File: config.mk
export PLATFORM = sky130hd
export DESIGN_NAME = id3v2_text_frame_parser
export DESIGN_NICKNAME = d
export VERILOG_FILES = /design/src/id3_pkg.sv /design/src/id3v2_text_frame_parser.sv /design/src/id3_res_fifo.sv /design/src/id3_parse_core.sv
export SDC_FILE = /design/constraint.sdc
export NUM_CORES = 1
export LEC_CHECK = 0
export BUFFER_PORTS_ARGS = -buffer_cell sky130_fd_sc_hd__buf_2
export CORE_MARGIN = 3
export CORE_UTILIZATION = 50
export CTS_BUF_LIST = sky130_fd_sc_hd__clkbuf_4 sky130_fd_sc_hd__clkbuf_8 sky130_fd_sc_hd__clkbuf_16
export DETAILED_ROUTE_END_ITERATION = 10
export GPL_ROUTABILITY_DRIVEN = 0
export PLACE_DENSITY = 0.72
export REMOVE_ABC_BUFFERS = 1
export SLEW_MARGIN = 20
export SYNTH_ARGS = -nofsm -noshare
export SYNTH_HDL_FRONTEND = slang
export SYNTH_SLANG_ARGS = --single-unit
File: constraint.sdc
create_clock -name clk -period 6.8 [get_ports clk]
set_input_delay 0.68 -clock clk [delete_from_list [all_inputs] [get_ports clk]]
set_output_delay 0.68 -clock clk [all_outputs]
set_load 0.02 [all_outputs]
File: src/id3_pkg.sv
package id3_pkg;

    localparam int unsigned HDR_BYTES = 10;
    localparam int unsigned SYNCSAFE_FIRST = 6;
    localparam int unsigned ID_BYTES = 4;
    localparam int unsigned SIZE_END = 8;
    localparam int unsigned RES_DEPTH = 4;

    typedef enum logic [1:0] {
        PH_TAG     = 2'd0,
        PH_FRAME   = 2'd1,
        PH_PAYLOAD = 2'd2,
        PH_DONE    = 2'd3
    } phase_t;

    localparam logic [2:0] KIND_TITLE   = 3'd0;
    localparam logic [2:0] KIND_ARTIST  = 3'd1;
    localparam logic [2:0] KIND_ALBUM   = 3'd2;
    localparam logic [2:0] KIND_YEAR    = 3'd3;
    localparam logic [2:0] KIND_CONTENT = 3'd4;
    localparam logic [2:0] KIND_COMMENT = 3'd5;
    localparam logic [2:0] KIND_NONE    = 3'd7;

    localparam logic [31:0] ID_TIT2 = 32'h5449_5432;
    localparam logic [31:0] ID_TPE1 = 32'h5450_4531;
    localparam logic [31:0] ID_TALB = 32'h5441_4C42;
    localparam logic [31:0] ID_TYER = 32'h5459_4552;
    localparam logic [31:0] ID_TCON = 32'h5443_4F4E;
    localparam logic [31:0] ID_COMM = 32'h434F_4D4D;

    typedef struct packed {
        logic       last;
        logic       bvalid;
        logic [7:0] text;
        logic [2:0] kind;
    } res_t;

    function automatic logic [2:0] id3_lookup(input logic [31:0] id);
        logic [2:0] k;
        k = KIND_NONE;
        case (id)
            ID_TIT2: k = KIND_TITLE;
            ID_TPE1: k = KIND_ARTIST;
            ID_TALB: k = KIND_ALBUM;
            ID_TYER: k = KIND_YEAR;
            ID_TCON: k = KIND_CONTENT;
            ID_COMM: k = KIND_COMMENT;
            default: k = KIND_NONE;
        endcase
        return k;
    endfunction

endpackage

File: src/id3v2_text_frame_parser.sv
// ID3v2 text frame parser. Takes a file one byte per transfer (tuser high on
// byte 0 restarts the parser), skips the 10-byte tag header while keeping its
// syncsafe 28-bit size, then walks frames (4-byte ID, 4-byte big-endian size,
// 2 flag bytes, payload). For TIT2, TPE1, TALB, TYER, TCON and COMM it drops
// the encoding byte and streams the text bytes up to the first zero or the
// payload end, then one end marker (tlast high, byte-valid flag low). Bytes
// past the tag are swallowed. Rate: one byte per cycle; each byte is held in
// the input register, where the parser state is updated, and its results
// (zero, one or two) go to a small result queue. The queue drains one result
// per cycle while m_axis_tready is high, and a byte that yields two results
// (last text byte plus end marker) needs an output transfer for each; input
// stalls only while the queue has fewer than two free slots.
module id3v2_text_frame_parser #(
    parameter int unsigned RES_DEPTH = id3_pkg::RES_DEPTH  // result queue, >= 2
) (
    input  logic       clk,
    input  logic       rst_n,
    input  logic       s_axis_tvalid,
    output logic       s_axis_tready,
    input  logic [7:0] s_axis_tdata,   // [7:0] file_byte
    input  logic       s_axis_tuser,   // [0] first_byte
    output logic       m_axis_tvalid,
    input  logic       m_axis_tready,
    output logic [7:0] m_axis_tdata,   // [7:0] text_byte
    output logic [3:0] m_axis_tuser,   // [2:0] frame_kind, [3] byte_valid
    output logic       m_axis_tlast    // end_of_text
);
    import id3_pkg::*;

    // input register stage
    logic       in_valid_reg, in_valid_next;
    logic [7:0] in_byte_reg;
    logic       in_first_reg;

    logic       step;
    logic       room2;
    logic [1:0] res_n;
    res_t       res0;
    res_t       res1;
    res_t       out_res;

    // a held byte moves on once the queue can take its worst-case two results
    assign step          = in_valid_reg && room2;
    assign s_axis_tready = !in_valid_reg || step;

    always_comb
    begin
        in_valid_next = in_valid_reg;
        if (s_axis_tvalid && s_axis_tready)
            in_valid_next = 1'b1;
        else if (step)
            in_valid_next = 1'b0;
    end

    always_ff @(posedge clk or negedge rst_n)
    begin
        if (!rst_n)
            in_valid_reg <= 1'b0;
        else
            in_valid_reg <= in_valid_next;
    end

    always_ff @(posedge clk)
    begin
        if (s_axis_tvalid && s_axis_tready)
        begin
            in_byte_reg  <= s_axis_tdata;
            in_first_reg <= s_axis_tuser;
        end
    end

    id3_parse_core u_core (
        .clk        (clk),
        .rst_n      (rst_n),
        .step       (step),
        .file_byte  (in_byte_reg),
        .first_byte (in_first_reg),
        .res_n      (res_n),
        .res0       (res0),
        .res1       (res1)
    );

    id3_res_fifo #(
        .DEPTH (RES_DEPTH)
    ) u_fifo (
        .clk       (clk),
        .rst_n     (rst_n),
        .push_n    (res_n),
        .push0     (res0),
        .push1     (res1),
        .room2     (room2),
        .out_valid (m_axis_tvalid),
        .out_ready (m_axis_tready),
        .out_res   (out_res)
    );

    assign m_axis_tdata = out_res.text;
    assign m_axis_tuser = {out_res.bvalid, out_res.kind};
    assign m_axis_tlast = out_res.last;

endmodule

File: src/id3_res_fifo.sv
module id3_res_fifo #(
    parameter int unsigned DEPTH = id3_pkg::RES_DEPTH
) (
    input  logic          clk,
    input  logic          rst_n,
    input  logic [1:0]    push_n,
    input  id3_pkg::res_t push0,
    input  id3_pkg::res_t push1,
    output logic          room2,
    output logic          out_valid,
    input  logic          out_ready,
    output id3_pkg::res_t out_res
);
    import id3_pkg::*;

    localparam int unsigned AW = (DEPTH > 1) ? $clog2(DEPTH) : 1;
    localparam int unsigned CW = $clog2(DEPTH + 1);

    res_t          mem_reg [DEPTH];
    logic [AW-1:0] head_reg, head_next;
    logic [AW-1:0] tail_reg, tail_next;
    logic [CW-1:0] count_reg, count_next;
    logic [AW-1:0] tail_p1;
    logic [AW-1:0] tail_p2;
    logic          pop;

    function automatic logic [AW-1:0] inc(input logic [AW-1:0] p);
        return (p == AW'(DEPTH - 1)) ? '0 : p + AW'(1);
    endfunction

    assign pop       = out_valid && out_ready;
    assign out_valid = (count_reg != '0);
    assign out_res   = mem_reg[head_reg];
    assign room2     = (count_reg <= CW'(DEPTH - 2));
    assign tail_p1   = inc(tail_reg);
    assign tail_p2   = inc(tail_p1);

    always_comb
    begin
        head_next  = pop ? inc(head_reg) : head_reg;
        case (push_n)
            2'd1:    tail_next = tail_p1;
            2'd2:    tail_next = tail_p2;
            default: tail_next = tail_reg;
        endcase
        count_next = count_reg + CW'(push_n) - CW'(pop);
    end

    always_ff @(posedge clk or negedge rst_n)
    begin
        if (!rst_n)
        begin
            head_reg  <= '0;
            tail_reg  <= '0;
            count_reg <= '0;
        end
        else
        begin
            head_reg  <= head_next;
            tail_reg  <= tail_next;
            count_reg <= count_next;
        end
    end

    // payload storage, no reset
    always_ff @(posedge clk)
    begin
        if (push_n != 2'd0)
            mem_reg[tail_reg] <= push0;
        if (push_n == 2'd2)
            mem_reg[tail_p1] <= push1;
    end

endmodule

File: src/id3_parse_core.sv
module id3_parse_core (
    input  logic          clk,
    input  logic          rst_n,
    input  logic          step,
    input  logic [7:0]    file_byte,
    input  logic          first_byte,
    output logic [1:0]    res_n,
    output id3_pkg::res_t res0,
    output id3_pkg::res_t res1
);
    import id3_pkg::*;

    phase_t      phase_reg, phase_next;
    logic [3:0]  fc_reg, fc_next;
    logic [27:0] tag_len_reg, tag_len_next;
    logic [32:0] consumed_reg, consumed_next;
    logic [31:0] fid_reg, fid_next;
    logic [31:0] flen_reg, flen_next;
    logic [31:0] left_reg, left_next;
    logic [2:0]  kind_reg, kind_next;

    // state as seen by this byte (a first byte restarts from reset values)
    phase_t      ph;
    logic [3:0]  fc;
    logic [27:0] tag_len;
    logic [32:0] consumed;
    logic [31:0] fid;
    logic [31:0] flen;
    logic [31:0] left;
    logic [2:0]  kind;

    logic [4:0]  fc_inc;
    logic        hdr_end;
    logic [2:0]  kind_lk;
    logic [32:0] consumed_sum;
    logic        more_frames;
    logic        enc;
    logic        last_pl;
    logic        emit_text;
    logic [2:0]  kind_mid;
    logic [27:0] tag_shift;

    assign ph       = first_byte ? PH_TAG : phase_reg;
    assign fc       = first_byte ? '0 : fc_reg;
    assign tag_len  = first_byte ? '0 : tag_len_reg;
    assign consumed = first_byte ? '0 : consumed_reg;
    assign fid      = first_byte ? '0 : fid_reg;
    assign flen     = first_byte ? '0 : flen_reg;
    assign left     = first_byte ? '0 : left_reg;
    assign kind     = first_byte ? KIND_NONE : kind_reg;

    assign fc_inc       = {1'b0, fc} + 5'd1;
    assign hdr_end      = (fc_inc >= 5'(HDR_BYTES));
    assign kind_lk      = id3_lookup(fid);
    assign consumed_sum = consumed + 33'(HDR_BYTES) + {1'b0, flen};
    assign more_frames  = (consumed_sum < {5'd0, tag_len});
    assign enc          = (left == flen);
    assign last_pl      = (left == 32'd1);
    assign emit_text    = (kind != KIND_NONE) && !enc;
    assign kind_mid     = (emit_text && file_byte == 8'd0) ? KIND_NONE : kind;
    assign tag_shift    = {tag_len[20:0], file_byte[6:0]};

    // next state
    always_comb
    begin
        phase_next    = ph;
        fc_next       = fc;
        tag_len_next  = tag_len;
        consumed_next = consumed;
        fid_next      = fid;
        flen_next     = flen;
        left_next     = left;
        kind_next     = kind;
        case (ph)
            PH_TAG:
            begin
                if (fc >= 4'(SYNCSAFE_FIRST))
                    tag_len_next = tag_shift;
                fc_next = fc_inc[3:0];
                if (hdr_end)
                begin
                    fc_next       = '0;
                    consumed_next = '0;
                    phase_next    = (tag_len_next != '0) ? PH_FRAME : PH_DONE;
                end
            end
            PH_FRAME:
            begin
                if (fc < 4'(ID_BYTES))
                    fid_next = {fid[23:0], file_byte};
                else if (fc < 4'(SIZE_END))
                    flen_next = {flen[23:0], file_byte};
                fc_next = fc_inc[3:0];
                if (hdr_end)
                begin
                    fc_next   = '0;
                    kind_next = kind_lk;
                    left_next = flen;
                    if (flen == '0)
                    begin
                        consumed_next = consumed_sum;
                        kind_next     = KIND_NONE;
                        phase_next    = more_frames ? PH_FRAME : PH_DONE;
                    end
                    else
                        phase_next = PH_PAYLOAD;
                end
            end
            PH_PAYLOAD:
            begin
                left_next = left - 32'd1;
                kind_next = kind_mid;
                if (last_pl)
                begin
                    consumed_next = consumed_sum;
                    kind_next     = KIND_NONE;
                    phase_next    = more_frames ? PH_FRAME : PH_DONE;
                end
            end
            default: ;
        endcase
    end

    // result slots, packed toward slot 0
    always_comb
    begin
        res0  = '0;
        res1  = '0;
        res_n = 2'd0;
        case (ph)
            PH_FRAME:
            begin
                if (hdr_end && flen == '0 && kind_lk != KIND_NONE)
                begin
                    res0  = '{last: 1'b1, bvalid: 1'b0, text: 8'd0, kind: kind_lk};
                    res_n = 2'd1;
                end
            end
            PH_PAYLOAD:
            begin
                if (emit_text)
                begin
                    if (file_byte == 8'd0)
                        res0 = '{last: 1'b1, bvalid: 1'b0, text: 8'd0, kind: kind};
                    else
                        res0 = '{last: 1'b0, bvalid: 1'b1, text: file_byte, kind: kind};
                    if (last_pl && kind_mid != KIND_NONE)
                    begin
                        res1  = '{last: 1'b1, bvalid: 1'b0, text: 8'd0, kind: kind_mid};
                        res_n = 2'd2;
                    end
                    else
                        res_n = 2'd1;
                end
                else if (last_pl && kind != KIND_NONE)
                begin
                    res0  = '{last: 1'b1, bvalid: 1'b0, text: 8'd0, kind: kind};
                    res_n = 2'd1;
                end
            end
            default: ;
        endcase
        if (!step)
            res_n = 2'd0;
    end

    always_ff @(posedge clk or negedge rst_n)
    begin
        if (!rst_n)
        begin
            phase_reg    <= PH_TAG;
            fc_reg       <= '0;
            tag_len_reg  <= '0;
            consumed_reg <= '0;
            fid_reg      <= '0;
            flen_reg     <= '0;
            left_reg     <= '0;
            kind_reg     <= KIND_NONE;
        end
        else if (step)
        begin
            phase_reg    <= phase_next;
            fc_reg       <= fc_next;
            tag_len_reg  <= tag_len_next;
            consumed_reg <= consumed_next;
            fid_reg      <= fid_next;
            flen_reg     <= flen_next;
            left_reg     <= left_next;
            kind_reg     <= kind_next;
        end
    end

endmodule

==> out/results.ini <==
[run]
drv_cap = 0

[placement]
place_hpwl_um = 31600
port_buffers = 27
post-place-ws_ps = 1290

[grt]
grt_pass1_vias = 13500
grt_usage_pct = 26.7
grt_pass1_wl_um = 73500
grt-ovfl-total = 0
antenna_found_initial = 1
grt_max_degree = 77

[synthesis]
synth_ff_type = dfrtp_1
ys_types = 93
ys_ff_latch = 235
yosys-top-cells-count = nand2_1, dfrtp_1, o21ai_0
yosysSeqAreaShare_pct = 37.1
synth-simple-area-share_pct = 18.4
synth_top_family_by_area = compound AO/OA/AOI/OAI gates
synth_xor_xnor_area_share_pct = 3.57
synth_fa_ha_area_share_pct = 8.62
netlist_instances = 1753
syn_avg_cell_area_um2 = 8.96
yosysTopAreaCellShare_pct = 27.2
synth.area.top_cells = dfrtp_1, ha_1, a22o_1
yosys_warnings = 0
synth.mux.area_fraction_pct = 2.71
synth_edf_count = 25
synth_most_common_cell = nand2_1
synth_compound_area_share_pct = 25.3
synth_area_mm2 = 0.0157
synth_top_area_cell = dfrtp_1
synthArstFlopShare_pct = 74.0

[drt]
drtIter0Drc = 1678
vias_per_cell = 6.67
vias = 14100
first_pass_iters = 6
drc = 0
routed_wl_um = 45600
drtAntennaViolNets = 0
wl_per_cell_um = 21.5

[status]
outcome = completed

[floorplan]
ioPinCount = 28
fp.dieW_um = 183
start_util_pct = 51.1
die_h_um = 183
rows = 64
die-area_mm2 = 0.0336
core_area_mm2 = 0.0307

[hold_path]
hp-class = in -> async

[sta]
timing.final.crit_period_ps = 5690
clock_skew_ps = 18.7
finalSetupViolCount = 0
rsz0062_at_grt = false
post-route-period-util_pct = 83.7
final.setup.tns_ps = 0
hold_viol_final = 0
finalMaxSlewViolations = 0
worst_pin_slew_ps = 1060
max_freq_mhz = 176
slew-limit-headroom_pct = 29.0
layout_setup_ws_ps = 1110

[clock_network]
clk_pin_slew_ps = 60
cts_buffer_depth = 3
tritoncts = yes
insertion_delay_ps = 570
clkSinkCount = 235
cts.htree.levels = 1
root_buffer = clkbuf_16
ctsResizeCount = 0
numCtsBuffers = 27
hold_buffers = 0
post_cts_buffers = 0

[pwr]
power.leakage_nw = 7.24
p_per_area_mw_per_mm2 = 311
irDropWorstVdd_mv = 0.250

[layout]
register_area_mm2 = 0.00583
multi_input_area_mm2 = 0.00923
utilization_pct = 55.1
fin_nets = 1822
diodes = 0
largest_reg_flops = 52
area_delta_synth_final_pct = 7.77
num-fill-cells = 2776
final_layout_size_suffix_gt1_share_pct = 7.84

[setup_path]
critPathMaxFanout = 76
crit_arrival_ps = 6100
crit_path_end_kind = register
cp-start-kind = register
crit_type = reg -> reg
rrSetupSlack_ps = 1110
required_ps = 7210

[layout make-up]
class,instances,share of cell area [%]
Inverter,47,1.04
Multi-Input combinational cell,1346,54.5
Tap cell,396,2.93
Sequential cell,235,34.4
Clock inverter,15,0.990
Timing Repair Buffer,45,1.68
Clock buffer,34,4.41
[stage by stage]
step	total power, mW	hold slack [ps]	area, um^2	std cells
floorplan	3.12	384	15200	1628
global placement	3.70	449	16000	2068
detailed placement	3.75	460	16000	2068
CTS	5.26	99.7	16900	2117
global route	5.56	125	16900	2118
finish	5.27	78.3	16900	2118
[final timing paths]
kind                                               startpoint  cells past startpoint                             endpoint
hold reg to reg            u_fifo.mem_reg[2][10]$_SDFFE_PP0P_                      1   u_fifo.mem_reg[2][10]$_SDFFE_PP0P_
setup reg to reg                       in_first_reg$_DFFE_PP_                     20      u_core.phase_reg[1]$_DFFE_PN0P_
hold / removal                                          rst_n                      1  u_core.consumed_reg[22]$_DFFE_PN0P_
min in group clk                              s_axis_tdata[6]                      1             in_byte_reg[6]$_DFFE_PP_
max in group asynchronous                               rst_n                      2        u_core.fid_reg[3]$_DFFE_PN0P_
setup / recovery                       in_first_reg$_DFFE_PP_                     20      u_core.phase_reg[1]$_DFFE_PN0P_
[worst max-delay path, cell delays in order (launching register included)]
cell and delay, ps:
edfxtp_1 360, buf_4 640, nor2_1 140, ha_1 330, ha_1 400, and4_1 240, and2_1 160, a32oi_1 440
o211ai_1 270, a21o_1 230, a21oi_1 170, xnor2_1 180, ha_1 290, a21o_1 160, a21o_1 170, a21oi_1 140
nor2_1 60, a2111oi_0 480, a21oi_1 200, nor4b_1 300, a41oi_1 150
[routing by layer]
| metal | vias to the layer above | routed length, um | GRT usage [%] |
|---|---|---|---|
| li1 | 6443 | - | - |
| met4 | 2 | 1500 | 9.20 |
| met3 | 115 | 3550 | 3.65 |
| met2 | 668 | 20800 | 41.8 |
| met1 | 6895 | 19700 | 38.4 |
| met5 | - | 9 | 0 |
[cells by family (layout without fill, tap and decap cells)]
logic type | count (synthesis) | count (layout)
and+or+nand+nor | 571 | 571
DFF | 235 | 235
buffers and inverters | 172 | 141
xor gates and xnor gates | 64 | 64
AOI/OAI and AO/OA | 578 | 578
muxes | 26 | 26
adders and majority gates | 107 | 107
[placed cells by master, fill, tap and decap left out, types with 14 or more instances in the layout]
cell type and n:
buf_4 17, dfrtp_1 171, dfxtp_1 36, inv_1 46, o21ai_0 137, and2_1 14
buf_2 26, nor4_1 28, nor3_1 35, nand3_1 36, o211ai_1 19, nor2_1 83
a22o_1 111, nand2_1 205, a22oi_1 50, a21oi_1 89, xnor2_1 47, ha_1 105
clkbuf_16 27, edfxtp_1 25, xor2_1 17, a21o_1 25, o22ai_1 23, nand4_1 19
nor2b_1 59, and3_1 20
[report_power, final]
group | total (mW) | internal, mW | switching (mW)
registers | 1.97 | 1.63 | 0.349
logic | 1.80 | 0.625 | 1.18
clock network | 1.50 | 0.892 | 0.607
total | 5.27 | 3.14 | 2.13
Note: power is estimated with default switching activity, not from simulation.
